==> config.mk <==
export PLATFORM = sky130hd
export DESIGN_NAME = lcd_framebuffer_diff_refresh_core
export DESIGN_NICKNAME = d
export VERILOG_FILES = /design/src/sv/lfdr_pkg.sv /design/src/sv/lfdr_ram.sv /design/src/sv/lfdr_outq.sv /design/src/sv/lfdr_seq.sv /design/src/sv/lcd_framebuffer_diff_refresh_core.sv
export SDC_FILE = /design/constraint.sdc
export NUM_CORES = 2
export LEC_CHECK = 0
export BUFFER_PORTS_ARGS = -buffer_cell sky130_fd_sc_hd__buf_2
export CORE_MARGIN = 5
export CORE_UTILIZATION = 50
export DETAILED_ROUTE_END_ITERATION = 7
export GPL_ROUTABILITY_DRIVEN = 1
export HOLD_SLACK_MARGIN = 0.05
export PLACE_DENSITY = 0.74
export SYNTH_ARGS = -nofsm -noshare
export SYNTH_HDL_FRONTEND = slang
export SYNTH_SLANG_ARGS = --single-unit
==> constraint.sdc <==
create_clock -name i_clk -period 8.17 [get_ports i_clk]
set_clock_uncertainty 0.2 [all_clocks]
set_input_delay 0.817 -clock i_clk [delete_from_list [all_inputs] [get_ports i_clk]]
set_output_delay 0.817 -clock i_clk [all_outputs]
set_load 0.05 [all_outputs]
==> src/sv/lfdr_pkg.sv <==
package lfdr_pkg;

    // fixed field widths
    localparam int CMD_W   = 3;
    localparam int ROW_W   = 3;
    localparam int COL_W   = 6;
    localparam int CHAR_W  = 8;
    localparam int BIDX_W  = 3;
    localparam int BUS_W   = 10;
    localparam int WAIT_W  = 11;
    localparam int CIDX_W  = 2;
    localparam int CDATA_W = 6;
    localparam int POS_W   = 9;

    // command codes
    localparam logic [CMD_W-1:0] CMD_PUT    = 3'd0;
    localparam logic [CMD_W-1:0] CMD_SETBIT = 3'd1;
    localparam logic [CMD_W-1:0] CMD_CLEAR  = 3'd2;
    localparam logic [CMD_W-1:0] CMD_FLUSH  = 3'd3;
    localparam logic [CMD_W-1:0] CMD_FINISH = 3'd4;

    // configuration register indexes
    localparam logic [CIDX_W-1:0] CFG_ROWS = 2'd0;
    localparam logic [CIDX_W-1:0] CFG_COLS = 2'd1;
    localparam logic [CIDX_W-1:0] CFG_OBC  = 2'd2;

    // bus word pieces
    localparam logic [CHAR_W-1:0] SPACE       = 8'h20;
    localparam logic [1:0]        PFX_CURSOR  = 2'b11;
    localparam logic [1:0]        PFX_CHAR    = 2'b01;
    localparam logic [1:0]        PFX_LATCH   = 2'b00;
    localparam logic [BUS_W-1:0]  WORD_DCLR   = 10'h001;
    localparam logic [WAIT_W-1:0] WAIT_CHAR   = 11'd20;
    localparam logic [WAIT_W-1:0] WAIT_DCLR   = 11'd1250;
    localparam logic [WAIT_W-1:0] WAIT_LATCH  = 11'd0;
    localparam logic [POS_W-1:0]  ROW_STRIDE  = 9'd48;
    localparam logic [POS_W-1:0]  ROW_FOLD    = 9'd168;
    localparam logic [ROW_W-1:0]  ROW_FOLD_AT = 3'd3;

    localparam logic TGT_DISPLAY = 1'b0;
    localparam logic TGT_LATCH   = 1'b1;

    typedef enum logic [3:0] {
        S_SWEEP,
        S_IDLE,
        S_DCLR,
        S_LATCH,
        S_RD,
        S_CMP,
        S_CRD,
        S_CEM,
        S_FIN
    } t_state;

    typedef struct packed {
        logic [3:0]       rows;
        logic [COL_W-1:0] cols;
        logic [3:0]       obc;
    } t_cfg;

    typedef struct packed {
        logic              push;
        logic              fin;
        logic [BUS_W-1:0]  word;
        logic              target;
        logic [WAIT_W-1:0] wait_us;
    } t_emit;

endpackage

==> src/sv/lfdr_ram.sv <==
module lfdr_ram #(
    parameter int W     = 8,
    parameter int DEPTH = 160,
    localparam int AW   = (DEPTH > 1) ? $clog2(DEPTH) : 1
) (
    input  logic          i_clk,
    input  logic          i_we,
    input  logic [AW-1:0] i_waddr,
    input  logic [W-1:0]  i_wdata,
    input  logic          i_re,
    input  logic [AW-1:0] i_raddr,
    output logic [W-1:0]  o_rdata
);

    logic [W-1:0] r_mem [DEPTH];
    logic [W-1:0] r_rdata;

    always_ff @(posedge i_clk) begin
        if (i_we) begin
            r_mem[i_waddr] <= i_wdata;
        end
        if (i_re) begin
            r_rdata <= r_mem[i_raddr];
        end
    end

    assign o_rdata = r_rdata;

endmodule

==> src/sv/lfdr_outq.sv <==
module lfdr_outq (
    input  logic                          i_clk,
    input  logic                          i_rst_n,
    input  lfdr_pkg::t_emit               i_emit,
    output logic                          o_rdy,
    output logic                          o_out_valid,
    input  logic                          i_out_stall,
    output logic [lfdr_pkg::BUS_W-1:0]    o_bus_word,
    output logic                          o_target,
    output logic [lfdr_pkg::WAIT_W-1:0]   o_wait_us,
    output logic                          o_last
);

    import lfdr_pkg::*;

    // one word is held back until it is known whether it ends the item
    logic              r_pend_v, n_pend_v;
    logic [BUS_W-1:0]  r_pend_word;
    logic              r_pend_tgt;
    logic [WAIT_W-1:0] r_pend_wait;

    logic              r_ov, n_ov;
    logic [BUS_W-1:0]  r_ow;
    logic              r_ot;
    logic [WAIT_W-1:0] r_owt;
    logic              r_ol;

    logic out_free;
    logic move;

    assign out_free = !r_ov || !i_out_stall;
    assign o_rdy    = !r_pend_v || out_free;
    assign move     = r_pend_v && out_free && (i_emit.push || i_emit.fin);

    always_comb begin
        n_ov = r_ov && i_out_stall;
        if (move) begin
            n_ov = 1'b1;
        end
        n_pend_v = r_pend_v;
        if (i_emit.push) begin
            n_pend_v = 1'b1;
        end else if (i_emit.fin) begin
            n_pend_v = 1'b0;
        end
    end

    always_ff @(posedge i_clk) begin
        if (!i_rst_n) begin
            r_ov     <= 1'b0;
            r_pend_v <= 1'b0;
        end else begin
            r_ov     <= n_ov;
            r_pend_v <= n_pend_v;
        end
    end

    always_ff @(posedge i_clk) begin
        if (move) begin
            r_ow  <= r_pend_word;
            r_ot  <= r_pend_tgt;
            r_owt <= r_pend_wait;
            r_ol  <= i_emit.fin;
        end
        if (i_emit.push) begin
            r_pend_word <= i_emit.word;
            r_pend_tgt  <= i_emit.target;
            r_pend_wait <= i_emit.wait_us;
        end
    end

    assign o_out_valid = r_ov;
    assign o_bus_word  = r_ow;
    assign o_target    = r_ot;
    assign o_wait_us   = r_owt;
    assign o_last      = r_ol;

endmodule

==> src/sv/lfdr_seq.sv <==
module lfdr_seq #(
    parameter int MAX_ROWS = 4,
    parameter int MAX_COLS = 40,
    localparam int DEPTH   = MAX_ROWS * MAX_COLS,
    localparam int AW      = (DEPTH > 1) ? $clog2(DEPTH) : 1
) (
    input  logic                          i_clk,
    input  logic                          i_rst_n,
    input  lfdr_pkg::t_cfg                i_cfg,
    input  logic                          i_in_valid,
    output logic                          o_in_stall,
    input  logic [lfdr_pkg::CMD_W-1:0]    i_command,
    input  logic [lfdr_pkg::ROW_W-1:0]    i_row,
    input  logic [lfdr_pkg::COL_W-1:0]    i_col,
    input  logic [lfdr_pkg::CHAR_W-1:0]   i_char_code,
    input  logic [lfdr_pkg::BIDX_W-1:0]   i_bit_index,
    input  logic                          i_bit_value,
    input  logic                          i_full_clear,
    input  logic                          i_rdy,
    output lfdr_pkg::t_emit               o_emit,
    output logic                          o_wk_we,
    output logic [AW-1:0]                 o_wk_waddr,
    output logic [lfdr_pkg::CHAR_W-1:0]   o_wk_wdata,
    output logic                          o_wk_re,
    output logic [AW-1:0]                 o_wk_raddr,
    input  logic [lfdr_pkg::CHAR_W-1:0]   i_wk_rdata,
    output logic                          o_sh_we,
    output logic [AW-1:0]                 o_sh_waddr,
    output logic [lfdr_pkg::CHAR_W-1:0]   o_sh_wdata,
    output logic                          o_sh_re,
    output logic [AW-1:0]                 o_sh_raddr,
    input  logic [lfdr_pkg::CHAR_W-1:0]   i_sh_rdata
);

    import lfdr_pkg::*;

    t_state            r_state, n_state;
    logic [ROW_W-1:0]  r_row, n_row;
    logic [COL_W-1:0]  r_col, n_col;
    logic [COL_W-1:0]  r_first, n_first;
    logic [COL_W-1:0]  r_lastd, n_lastd;
    logic [COL_W-1:0]  r_k, n_k;
    logic [1:0]        r_eq, n_eq;
    logic              r_inrun, n_inrun;
    logic              r_clr, n_clr;
    logic              r_clr_sh, n_clr_sh;
    logic [AW-1:0]     r_addr, n_addr;
    logic [CHAR_W-1:0] r_obits, n_obits;

    logic [3:0]        erows;
    logic [COL_W-1:0]  ecols;
    logic              accept;
    logic              row_ok;
    logic              put_ok;
    logic              scan_end;
    logic              rd_go;
    logic              diff;
    logic [AW-1:0]     put_addr;
    logic [AW-1:0]     scan_addr;
    logic [AW-1:0]     chr_addr;
    logic [POS_W-1:0]  pos;

    assign erows  = (i_cfg.rows < 4'(MAX_ROWS)) ? i_cfg.rows : 4'(MAX_ROWS);
    assign ecols  = (i_cfg.cols < COL_W'(MAX_COLS)) ? i_cfg.cols : COL_W'(MAX_COLS);
    assign accept = i_in_valid && (r_state == S_IDLE);
    assign row_ok = {1'b0, i_row} < erows;
    assign put_ok = row_ok && (i_col < ecols);

    // columns past the visible width are still copied, without output
    assign scan_end = r_col >= ecols;
    assign rd_go    = !(scan_end && r_inrun) && (r_col < COL_W'(MAX_COLS));
    assign diff     = i_wk_rdata != i_sh_rdata;

    assign put_addr  = AW'(int'(i_row) * MAX_COLS + int'(i_col));
    assign scan_addr = AW'(int'(r_row) * MAX_COLS + int'(r_col));
    assign chr_addr  = AW'(int'(r_row) * MAX_COLS + int'(r_k));

    always_comb begin
        pos = POS_W'(r_row) * ROW_STRIDE + POS_W'(r_col);
        if (r_row > ROW_FOLD_AT) begin
            pos = pos - ROW_FOLD;
        end
    end

    assign o_in_stall = r_state != S_IDLE;

    // next state
    always_comb begin
        n_state  = r_state;
        n_row    = r_row;
        n_col    = r_col;
        n_first  = r_first;
        n_lastd  = r_lastd;
        n_k      = r_k;
        n_eq     = r_eq;
        n_inrun  = r_inrun;
        n_clr    = r_clr;
        n_clr_sh = r_clr_sh;
        n_addr   = r_addr;
        n_obits  = r_obits;
        case (r_state)
            S_IDLE: begin
                if (accept) begin
                    case (i_command)
                        CMD_SETBIT: begin
                            if ({1'b0, i_bit_index} < i_cfg.obc) begin
                                n_obits[i_bit_index] = i_bit_value;
                            end
                        end
                        CMD_CLEAR: begin
                            n_obits  = '0;
                            n_clr    = 1'b1;
                            n_clr_sh = i_full_clear;
                            n_addr   = '0;
                            n_state  = i_full_clear ? S_DCLR : S_SWEEP;
                        end
                        CMD_FLUSH: begin
                            if (row_ok) begin
                                n_row   = i_row;
                                n_col   = '0;
                                n_inrun = 1'b0;
                                n_eq    = '0;
                                n_state = S_RD;
                            end
                        end
                        CMD_FINISH: begin
                            if (i_cfg.obc != '0) begin
                                n_clr   = 1'b0;
                                n_state = S_LATCH;
                            end
                        end
                        default: begin
                        end
                    endcase
                end
            end
            S_DCLR: begin
                if (i_rdy) begin
                    n_state = (i_cfg.obc != '0) ? S_LATCH : S_SWEEP;
                end
            end
            S_LATCH: begin
                if (i_rdy) begin
                    n_state = r_clr ? S_SWEEP : S_FIN;
                end
            end
            S_SWEEP: begin
                n_addr = r_addr + AW'(1);
                if (r_addr == AW'(DEPTH - 1)) begin
                    n_state = S_FIN;
                end
            end
            S_RD: begin
                if (scan_end && r_inrun) begin
                    n_k     = r_first;
                    n_state = S_CRD;
                end else if (r_col >= COL_W'(MAX_COLS)) begin
                    n_state = S_FIN;
                end else begin
                    n_state = S_CMP;
                end
            end
            S_CMP: begin
                if (scan_end) begin
                    n_col   = r_col + COL_W'(1);
                    n_state = S_RD;
                end else if (!r_inrun) begin
                    if (!diff || i_rdy) begin
                        if (diff) begin
                            n_inrun = 1'b1;
                            n_first = r_col;
                            n_lastd = r_col;
                            n_eq    = '0;
                        end
                        n_col   = r_col + COL_W'(1);
                        n_state = S_RD;
                    end
                end else if (!diff) begin
                    n_col = r_col + COL_W'(1);
                    if (r_eq == 2'd2) begin
                        // third equal cell closes the run
                        n_k     = r_first;
                        n_state = S_CRD;
                    end else begin
                        n_eq    = r_eq + 2'd1;
                        n_state = S_RD;
                    end
                end else begin
                    n_lastd = r_col;
                    n_eq    = '0;
                    n_col   = r_col + COL_W'(1);
                    n_state = S_RD;
                end
            end
            S_CRD: begin
                n_state = S_CEM;
            end
            S_CEM: begin
                if (i_rdy) begin
                    if (r_k == r_lastd) begin
                        n_inrun = 1'b0;
                        n_state = S_RD;
                    end else begin
                        n_k     = r_k + COL_W'(1);
                        n_state = S_CRD;
                    end
                end
            end
            S_FIN: begin
                if (i_rdy) begin
                    n_state = S_IDLE;
                end
            end
            default: begin
                n_state = S_IDLE;
            end
        endcase
    end

    // memory controls and emitted words
    always_comb begin
        o_wk_we    = 1'b0;
        o_wk_waddr = put_addr;
        o_wk_wdata = i_char_code;
        o_wk_re    = 1'b0;
        o_wk_raddr = scan_addr;
        o_sh_we    = 1'b0;
        o_sh_waddr = scan_addr;
        o_sh_wdata = i_wk_rdata;
        o_sh_re    = 1'b0;
        o_sh_raddr = scan_addr;
        o_emit     = '0;
        case (r_state)
            S_IDLE: begin
                o_wk_we = accept && (i_command == CMD_PUT) && put_ok;
            end
            S_SWEEP: begin
                o_wk_we    = 1'b1;
                o_wk_waddr = r_addr;
                o_wk_wdata = SPACE;
                o_sh_we    = r_clr_sh;
                o_sh_waddr = r_addr;
                o_sh_wdata = SPACE;
            end
            S_DCLR: begin
                o_emit.push    = i_rdy;
                o_emit.word    = WORD_DCLR;
                o_emit.target  = TGT_DISPLAY;
                o_emit.wait_us = WAIT_DCLR;
            end
            S_LATCH: begin
                o_emit.push    = i_rdy;
                o_emit.word    = {PFX_LATCH, r_obits};
                o_emit.target  = TGT_LATCH;
                o_emit.wait_us = WAIT_LATCH;
            end
            S_RD: begin
                o_wk_re = rd_go;
                o_sh_re = rd_go;
            end
            S_CMP: begin
                o_sh_we        = diff;
                o_emit.push    = !scan_end && !r_inrun && diff && i_rdy;
                o_emit.word    = {PFX_CURSOR, pos[CHAR_W-1:0]};
                o_emit.target  = TGT_DISPLAY;
                o_emit.wait_us = WAIT_CHAR;
            end
            S_CRD: begin
                o_wk_re    = 1'b1;
                o_wk_raddr = chr_addr;
            end
            S_CEM: begin
                o_emit.push    = i_rdy;
                o_emit.word    = {PFX_CHAR, i_wk_rdata};
                o_emit.target  = TGT_DISPLAY;
                o_emit.wait_us = WAIT_CHAR;
            end
            S_FIN: begin
                o_emit.fin = i_rdy;
            end
            default: begin
            end
        endcase
    end

    always_ff @(posedge i_clk) begin
        if (!i_rst_n) begin
            r_state  <= S_SWEEP;
            r_addr   <= '0;
            r_clr    <= 1'b0;
            r_clr_sh <= 1'b1;
            r_inrun  <= 1'b0;
            r_eq     <= '0;
            r_obits  <= '0;
        end else begin
            r_state  <= n_state;
            r_addr   <= n_addr;
            r_clr    <= n_clr;
            r_clr_sh <= n_clr_sh;
            r_inrun  <= n_inrun;
            r_eq     <= n_eq;
            r_obits  <= n_obits;
        end
    end

    always_ff @(posedge i_clk) begin
        r_row   <= n_row;
        r_col   <= n_col;
        r_first <= n_first;
        r_lastd <= n_lastd;
        r_k     <= n_k;
    end

endmodule

==> src/sv/lcd_framebuffer_diff_refresh_core.sv <==
// put and set-bit complete when accepted; a flush row reads and compares every column of MAX_COLS
//   and then re-reads each character word, through the single read port of each buffer
// clear sweeps all MAX_ROWS*MAX_COLS cells one per cycle; throughput: one command at a time
// each word waits in the output stage until the next word or the end of its command is
//   known, passing through the pending register and then the output register
// reset: synchronous, active low; a sweep over all MAX_ROWS*MAX_COLS cells then blanks both buffers
module lcd_framebuffer_diff_refresh_core #(
    parameter int MAX_ROWS = 4,
    parameter int MAX_COLS = 40
) (
    input  logic                          i_clk,
    input  logic                          i_rst_n,
    // configuration writes
    input  logic                          i_cfg_valid,
    output logic                          o_cfg_ready,
    input  logic [lfdr_pkg::CIDX_W-1:0]   i_cfg_index,
    input  logic [lfdr_pkg::CDATA_W-1:0]  i_cfg_data,
    // command channel
    input  logic                          i_in_valid,
    output logic                          o_in_stall,
    input  logic [lfdr_pkg::CMD_W-1:0]    i_command,
    input  logic [lfdr_pkg::ROW_W-1:0]    i_row,
    input  logic [lfdr_pkg::COL_W-1:0]    i_col,
    input  logic [lfdr_pkg::CHAR_W-1:0]   i_char_code,
    input  logic [lfdr_pkg::BIDX_W-1:0]   i_bit_index,
    input  logic                          i_bit_value,
    input  logic                          i_full_clear,
    // bus word channel
    output logic                          o_out_valid,
    input  logic                          i_out_stall,
    output logic [lfdr_pkg::BUS_W-1:0]    o_bus_word,
    output logic                          o_target,
    output logic [lfdr_pkg::WAIT_W-1:0]   o_wait_us,
    output logic                          o_last
);

    import lfdr_pkg::*;

    localparam int DEPTH = MAX_ROWS * MAX_COLS;
    localparam int AW    = (DEPTH > 1) ? $clog2(DEPTH) : 1;

    // configuration registers; the user must write them only while the block is quiet, the block does not enforce it
    t_cfg r_cfg;

    always_ff @(posedge i_clk) begin
        if (!i_rst_n) begin
            r_cfg.rows <= 4'd4;
            r_cfg.cols <= 6'd40;
            r_cfg.obc  <= 4'd0;
        end else if (i_cfg_valid) begin
            case (i_cfg_index)
                CFG_ROWS: r_cfg.rows <= i_cfg_data[3:0];
                CFG_COLS: r_cfg.cols <= i_cfg_data;
                CFG_OBC:  r_cfg.obc  <= i_cfg_data[3:0];
                default: begin
                end
            endcase
        end
    end

    assign o_cfg_ready = 1'b1;

    // working and shown buffers, one cell per entry at row*MAX_COLS+col
    logic              wk_we, wk_re, sh_we, sh_re;
    logic [AW-1:0]     wk_waddr, wk_raddr, sh_waddr, sh_raddr;
    logic [CHAR_W-1:0] wk_wdata, wk_rdata, sh_wdata, sh_rdata;

    lfdr_ram #(
        .W     (CHAR_W),
        .DEPTH (DEPTH)
    ) u_working (
        .i_clk   (i_clk),
        .i_we    (wk_we),
        .i_waddr (wk_waddr),
        .i_wdata (wk_wdata),
        .i_re    (wk_re),
        .i_raddr (wk_raddr),
        .o_rdata (wk_rdata)
    );

    lfdr_ram #(
        .W     (CHAR_W),
        .DEPTH (DEPTH)
    ) u_shown (
        .i_clk   (i_clk),
        .i_we    (sh_we),
        .i_waddr (sh_waddr),
        .i_wdata (sh_wdata),
        .i_re    (sh_re),
        .i_raddr (sh_raddr),
        .o_rdata (sh_rdata)
    );

    // sequencer: one compare of working against shown per scanned cell
    t_emit emit;
    logic  q_rdy;

    lfdr_seq #(
        .MAX_ROWS (MAX_ROWS),
        .MAX_COLS (MAX_COLS)
    ) u_seq (
        .i_clk        (i_clk),
        .i_rst_n      (i_rst_n),
        .i_cfg        (r_cfg),
        .i_in_valid   (i_in_valid),
        .o_in_stall   (o_in_stall),
        .i_command    (i_command),
        .i_row        (i_row),
        .i_col        (i_col),
        .i_char_code  (i_char_code),
        .i_bit_index  (i_bit_index),
        .i_bit_value  (i_bit_value),
        .i_full_clear (i_full_clear),
        .i_rdy        (q_rdy),
        .o_emit       (emit),
        .o_wk_we      (wk_we),
        .o_wk_waddr   (wk_waddr),
        .o_wk_wdata   (wk_wdata),
        .o_wk_re      (wk_re),
        .o_wk_raddr   (wk_raddr),
        .i_wk_rdata   (wk_rdata),
        .o_sh_we      (sh_we),
        .o_sh_waddr   (sh_waddr),
        .o_sh_wdata   (sh_wdata),
        .o_sh_re      (sh_re),
        .o_sh_raddr   (sh_raddr),
        .i_sh_rdata   (sh_rdata)
    );

    // output stage: holds one word back so that the final one can carry last
    lfdr_outq u_outq (
        .i_clk       (i_clk),
        .i_rst_n     (i_rst_n),
        .i_emit      (emit),
        .o_rdy       (q_rdy),
        .o_out_valid (o_out_valid),
        .i_out_stall (i_out_stall),
        .o_bus_word  (o_bus_word),
        .o_target    (o_target),
        .o_wait_us   (o_wait_us),
        .o_last      (o_last)
    );

endmodule

Yosys cells after proc, flatten, opt, wreduce, memory -nomap -nowiden
Memory sizes are Yosys's and may differ from the RTL's. A register that Yosys moved wholly into a read port is not among the register bits. Index checks and enable logic that the tools add are counted. Widths: inputs -> output; s select.

$mul: 3. Equal/unequal tests: 44. Bitwise logic cells: 2. $lt $le $gt $ge: 11. $add $sub $neg: 9. Multiplexer cells: 91. Reduce and logical (&&, ||, !) cells: 52.

Operators by type and width (count): $mux 6 (17); $pmux 22 s4 (1); $mux 8 (9); $mux 4 (15); $pmux 4 s9 (1); $pmux 8 s2 (2); $mux 2 (14); $ne 2x1->1 const B (13); $add 8x7->8 (3); $mux 1 (20); $pmux 6 s3 (1); $eq 4x3->1 const B (4); $reduce_and 8->1 (2); $logic_and 1x1->1 (13); $add 6x1->6 const B (2); $lt 6x6->1 const B (2); $pmux 4 s3 (1); $pmux 6 s2 (1); $reduce_and 4->1 (3); $reduce_bool 2->1 (6); $mul 3x3->5 const B (2); $ne 2x2->1 const B (5); $pmux 1 s2 (5); $reduce_and 10->1 (1); 46 further kinds (69).

Bits in writable memories: 2560. Memories: 2. Register bits after elaboration: 113. Bits of input ports: 38.

Memory list: u_shown.r_mem (depth 160, bits a word 8, read ports 1, clocked after Yosys merged registers in 1, wr ports 1, line lfdr_ram.sv:15) `logic [W-1:0] r_mem [DEPTH];`; u_working.r_mem (depth 160, bits a word 8, read ports 1, clocked after Yosys merged registers in 1, wr ports 1, line lfdr_ram.sv:15).

Logic depth before layout (Yosys ltp)
Depth after elaboration: 11. Mapped depth: 15. Depth with buffers taken out: 11.

By module
A second synthesis with hierarchy kept.

Cell total of the unflattened synthesis: 5648. Area, all modules: 107500.6 um^2.

By module, submodules not included: lfdr_ram at u_working (cells an instance 2489, area an instance 50462.1 um^2, seq. area each 38677.1 um^2, times used 1); lfdr_ram at u_shown (cells an instance 2489, area an instance 50460.9 um^2, seq. area each 38677.1 um^2, times used 1); lfdr_seq (cells an instance 558, area an instance 4565.6 um^2, seq. area each 1311.3 um^2, times used 1); lfdr_outq (cells an instance 54, area an instance 1431.4 um^2, seq. area each 1391.3 um^2, times used 1); lcd_framebuffer_diff_refresh_core (cells an instance 58, area an instance 580.6 um^2, seq. area each 280.3 um^2, times used 1).

Worst setup path before layout
No wires, ideal clock.

Kind: reg-to-reg. Start: reg u_seq.r_state[0]. End: mem u_shown.r_mem[0][0], data pin. Required time: 7.024 ns. Slack: 2.458 ns. Cell stages (with the launch flop): 6. Clock period less this slack: 5.712 ns. Arrival time: 4.566 ns. Buffers on the path: 2. Setup time: 0.946 ns. Cells stage by stage: dfxtp_1 -> buf_4 -> or2_2 -> nor3_1 -> clkbuf_1 -> nor2_1.

Longest elaborated chain between the ends: 2.

Ends and longest elaborated chain: start: declaration (line lfdr_seq.sv:37) `t_state r_state, n_state;`; start signal: assignment (line lfdr_seq.sv:296) `r_state <= n_state;`; $logic_not 4->1 (line lfdr_seq.sv:233) `case (r_state)`; $mux 8 (line lfdr_seq.sv:233); named net sh_wdata[0] (line lcd_framebuffer_diff_refresh_core.sv:66) `logic [CHAR_W-1:0] wk_wdata, wk_rdata, sh_wdata, sh_rdata;`; end: declaration (line lfdr_ram.sv:15).

The timed path passes the listed nets, and every way through them passes these cells.

Worst setup path in the final report
Start: reg u_seq.r_state[2]. End: reg u_working.r_rdata[1], in the netlist u_working.o_rdata[1] (read register of u_working.r_mem), data pin.

Longest elaborated chain between the ends: 2.

Ends and longest elaborated chain: $eq 4x3->1 (line lfdr_seq.sv:233); $pmux 1 s2 / $mux 8 (equally long branches) (line lfdr_seq.sv:233); end: declaration (line lfdr_ram.sv:16) `logic [W-1:0] r_rdata;`.

Parallel ways exist; a longest one is shown, timed or not. A chain may end at the register's enable or synchronous reset.

==> flow_summary_export.csv <==
group,metric,value,unit
worst_hold_path,hp-class,"in2reg",
synthesis,synth_area,107000,um2
drt,avgRoutedWirePerCell,28.2,um
pwr,leakage,39.9,nW
worst_hold_path,holdPathStages,1,
floorplan,die_x,473,um
synthesis,synth_area_leaders,"edfxtp_1, mux4_2, mux2i_1, nand2_1, nand3_1",
pwr,peakVddDrop,0.000288,V
drt,postRouteAntennaNets,0,
drt,route.detailed.drc,0,
floorplan,rows,170,
pwr,powerDensity,279,nW/um2
sta,worst_pin_slew,1.38,ns
synthesis,synthFlopType,"edfxtp_1",
setup_path,rrSetupSlack,2.41,ns
grt,grtUsageTotal,0.243,
setup_path,cp.arrival,6.15,ns
grt,antenna_found_initial,4,
placed_design,portBuffers,58,
placed_design,gp_congestion,0.923,
synthesis,synth_top_cell_by_area,"edfxtp_1",
synthesis,ys_async_sr_fraction,0,
cells_and_area,seq_area,79700,um2
status,status,"finished clean",
setup_path,cp_top_family,"compound AO/OA/AOI/OAI gates",
cts,clock_sinks,2669,
sta,clock.fmax,0.174,GHz
cells_and_area,final_cell_mix,"edfxtp_1, nand2_1, nor2_1",
sta,max_slew_margin,0.0789,
synthesis,yosysTopAreaCellShare,0.736,
setup_path,worst-setup-path-type,"reg2reg",
sta,fin_crit,5.76,ns
cts,clk_pin_slew_worst_paths,0.07,ns
synthesis,synth_cell_types,84,
setup_path,critPathCaptureType,"flip-flop",
sta,finalMaxSlewViolations,0,
worst_hold_path,worstHoldStart,"i_row[1]",
sta,finalSetupViolations,0,
synthesis,netlist_instances,6786,
setup_path,cp.buffers_inverters,2,
cts,htreeDepth,4,
synthesis,synth_warnings,0,
floorplan,floorplan.initialDensity,0.501,
drt,vias,62300,
synthesis,synth_edf_count,2628,
setup_path,cp_slowest_cell,"dfxtp_1",
setup_path,reg2reg_from,"u_seq.r_state[2]",
grt,first_global_vias,60200,
cells_and_area,nNetsFinal,6884,
setup_path,slowest_delay,0.91,ns
cts,clk_latency,0.89,ns
synthesis,ys_ff_latch,2669,
flow_run,maxCapViolations,0,
worst_hold_path,min_to,"u_seq.r_row[1]",
cells_and_area,multi_input_area,25600,um2
sta,rsz0062_at_grt,"no",
floorplan,die_height,473,um
cts,clockRootBuffer,"clkbuf_16",
setup_path,cp_max_fo,52,
cells_and_area,num-fill-cells,16200,
cts,post_cts_buffers,0,
cts,cts_tree,"built",
synthesis,yosysSeqAreaShare,0.744,
setup_path,critPathLaunchType,"flip-flop",
cells_and_area,drive_gt1_frac,0.128,
grt,grt_start_max_net_pins,130,
grt,grt_pass1_wl,404000,um
drt,routed_wl,278000,um
cts,numCtsBuffers,239,
cells_and_area,area_growth,10.6,%
sta,final_hold_viol_count,0,
placed_design,dp_hpwl,166000,um
grt,grt-ovfl-total,0,
sta,setup_ws,2.41,ns
sta,fin_crit_sh,0.705,
drt,drt_iter0_drc,9252,
floorplan,core-area,214000,um2
placed_design,dp_slack,2.68,ns
floorplan,fp.dieArea,224000,um2
setup_path,cp_data_required_time,8.56,ns
drt,dr.pass1.iters,7,
cts,clockBufferDepth,3,
setup_path,reg2reg_to,"u_working.o_rdata[1]",
cells_and_area,final_common_cell,"edfxtp_1",
sta,setup_tns,0,ns
setup_path,r2r_cells,9,
setup_path,crit_chain,"and4bb_1 -> buf_4 -> mux2i_4 -> buf_4 -> a221oi_1 -> o21ai_0 -> nand3_1 -> a2111oi_0 -> nor3_1",
synthesis,syn_area_per_cell,15.8,um2
floorplan,io-pin-count,64,
setup_path,cp_common_cell,"buf_4",
drt,viasPerCell,6.32,
-- through the flow --
step / instances / area [um2] / hold WS (ns) / utilization / power [mW]
final: 9854 / 119000 / 0.121 / 0.554 / 33.1
after global routing: 9853 / 119000 / 0.0714 / 0.554 / 33.9
after CTS: 9852 / 119000 / 0.0519 / 0.554 / 33.0
after detailed placement: 9387 / 110000 / 0.205 / 0.515 / 21.6
after global placement: 9387 / 110000 / 0.205 / 0.515 / 21.4
after floorplan: 6789 / 107000 / 0.200 / - / 19.7
-- final cells by class --
class                      instances  area share
sequential                      2669       0.673
antenna                            2   0.0000422
clock inverter                   175      0.0170
inverter                          31    0.000982
multi-input combinational       3690       0.216
tap                             2838      0.0300
timing repair buffer             172      0.0111
clock buffer                     277      0.0520
-- registers in the layout (all words and copies together), names as in the netlist, 2 cells and up --
name / count
u_seq.r_row: 3
u_working.r_mem: 1280
u_seq.r_addr: 8
u_shown.r_mem: 1280
u_seq.r_first: 6
u_shown.o_rdata: 8
u_seq.r_col: 6
u_outq.o_bus_word: 10
u_seq.r_eq: 2
u_outq.r_pend_word: 10
u_seq.r_k: 6
u_working.o_rdata: 8
u_seq.r_obits: 8
r_cfg: 14
u_seq.r_lastd: 6
u_seq.r_state: 4
-- cells by family after synthesis --
logic type,after synthesis,synth area share
other cells,2,0.0000701
buf+inv,430,0.0192
compound gates,912,0.0546
flops,2669,0.744
xor+xnor,43,0.00358
simple gates,1973,0.0779
fa+ha+maj,43,0.00537
mux,714,0.0952
-- worst max path at each step --
stage	start	slack (ns)	cells past startpoint	to
2_1_floorplan	u_seq.r_state[0]	2.46	5	u_shown.r_mem[0][0]
3_3_place_gp	u_seq.r_state[2]	2.89	9	u_working.o_rdata[1]
3_5_place_dp	u_seq.r_state[2]	2.68	9	u_working.o_rdata[1]
4_1_cts	u_seq.r_state[2]	2.61	9	u_working.o_rdata[1]
5_1_grt	u_seq.r_state[2]	2.37	9	u_working.o_rdata[1]
6_report	u_seq.r_state[2]	2.41	9	u_working.o_rdata[1]
-- cell usage after synthesis (16+ instances only) --
cell      number
edfxtp_1    2628
nand2_1      993
nor2_1       438
mux2i_1      391
nand3_1      361
a21oi_1      293
mux4_2       235
clkbuf_1     193
buf_2        117
o21ai_0      108
o22ai_1       84
a31oi_1       81
mux2_2        81
o221ai_1      80
a32oi_1       70
a22oi_1       50
buf_4         43
dfxtp_1       41
ha_1          38
nand4_1       37
buf_1         29
inv_1         29
nor3_1        26
o21ai_1       26
xnor2_1       26
a211oi_1      23
and2_1        23
nor4_1        17
xor2_1        16
-- per-layer routing --
metal	vias up	GRT usage	part of all wire
li1	26300	-	-
met1	31100	0.325	0.37
met2	4116	0.378	0.46
met3	782	0.0582	0.11
met4	0	0.118	0.057
met5	-	0	0
-- power by group --
| part | internal, mW | switching [mW] |
|---|---|---|
| Sequential | 17.1 | 0.0982 |
| Clock | 6.62 | 5.05 |
| Combinational | 0.539 | 3.66 |
-- repair_timing --
item                                   CTS  global route
hold buffers                            13             0
endpoints found under the hold margin   17             0
resized for setup                        0             0
No activity file was read; power rests on OpenSTA's default activity.
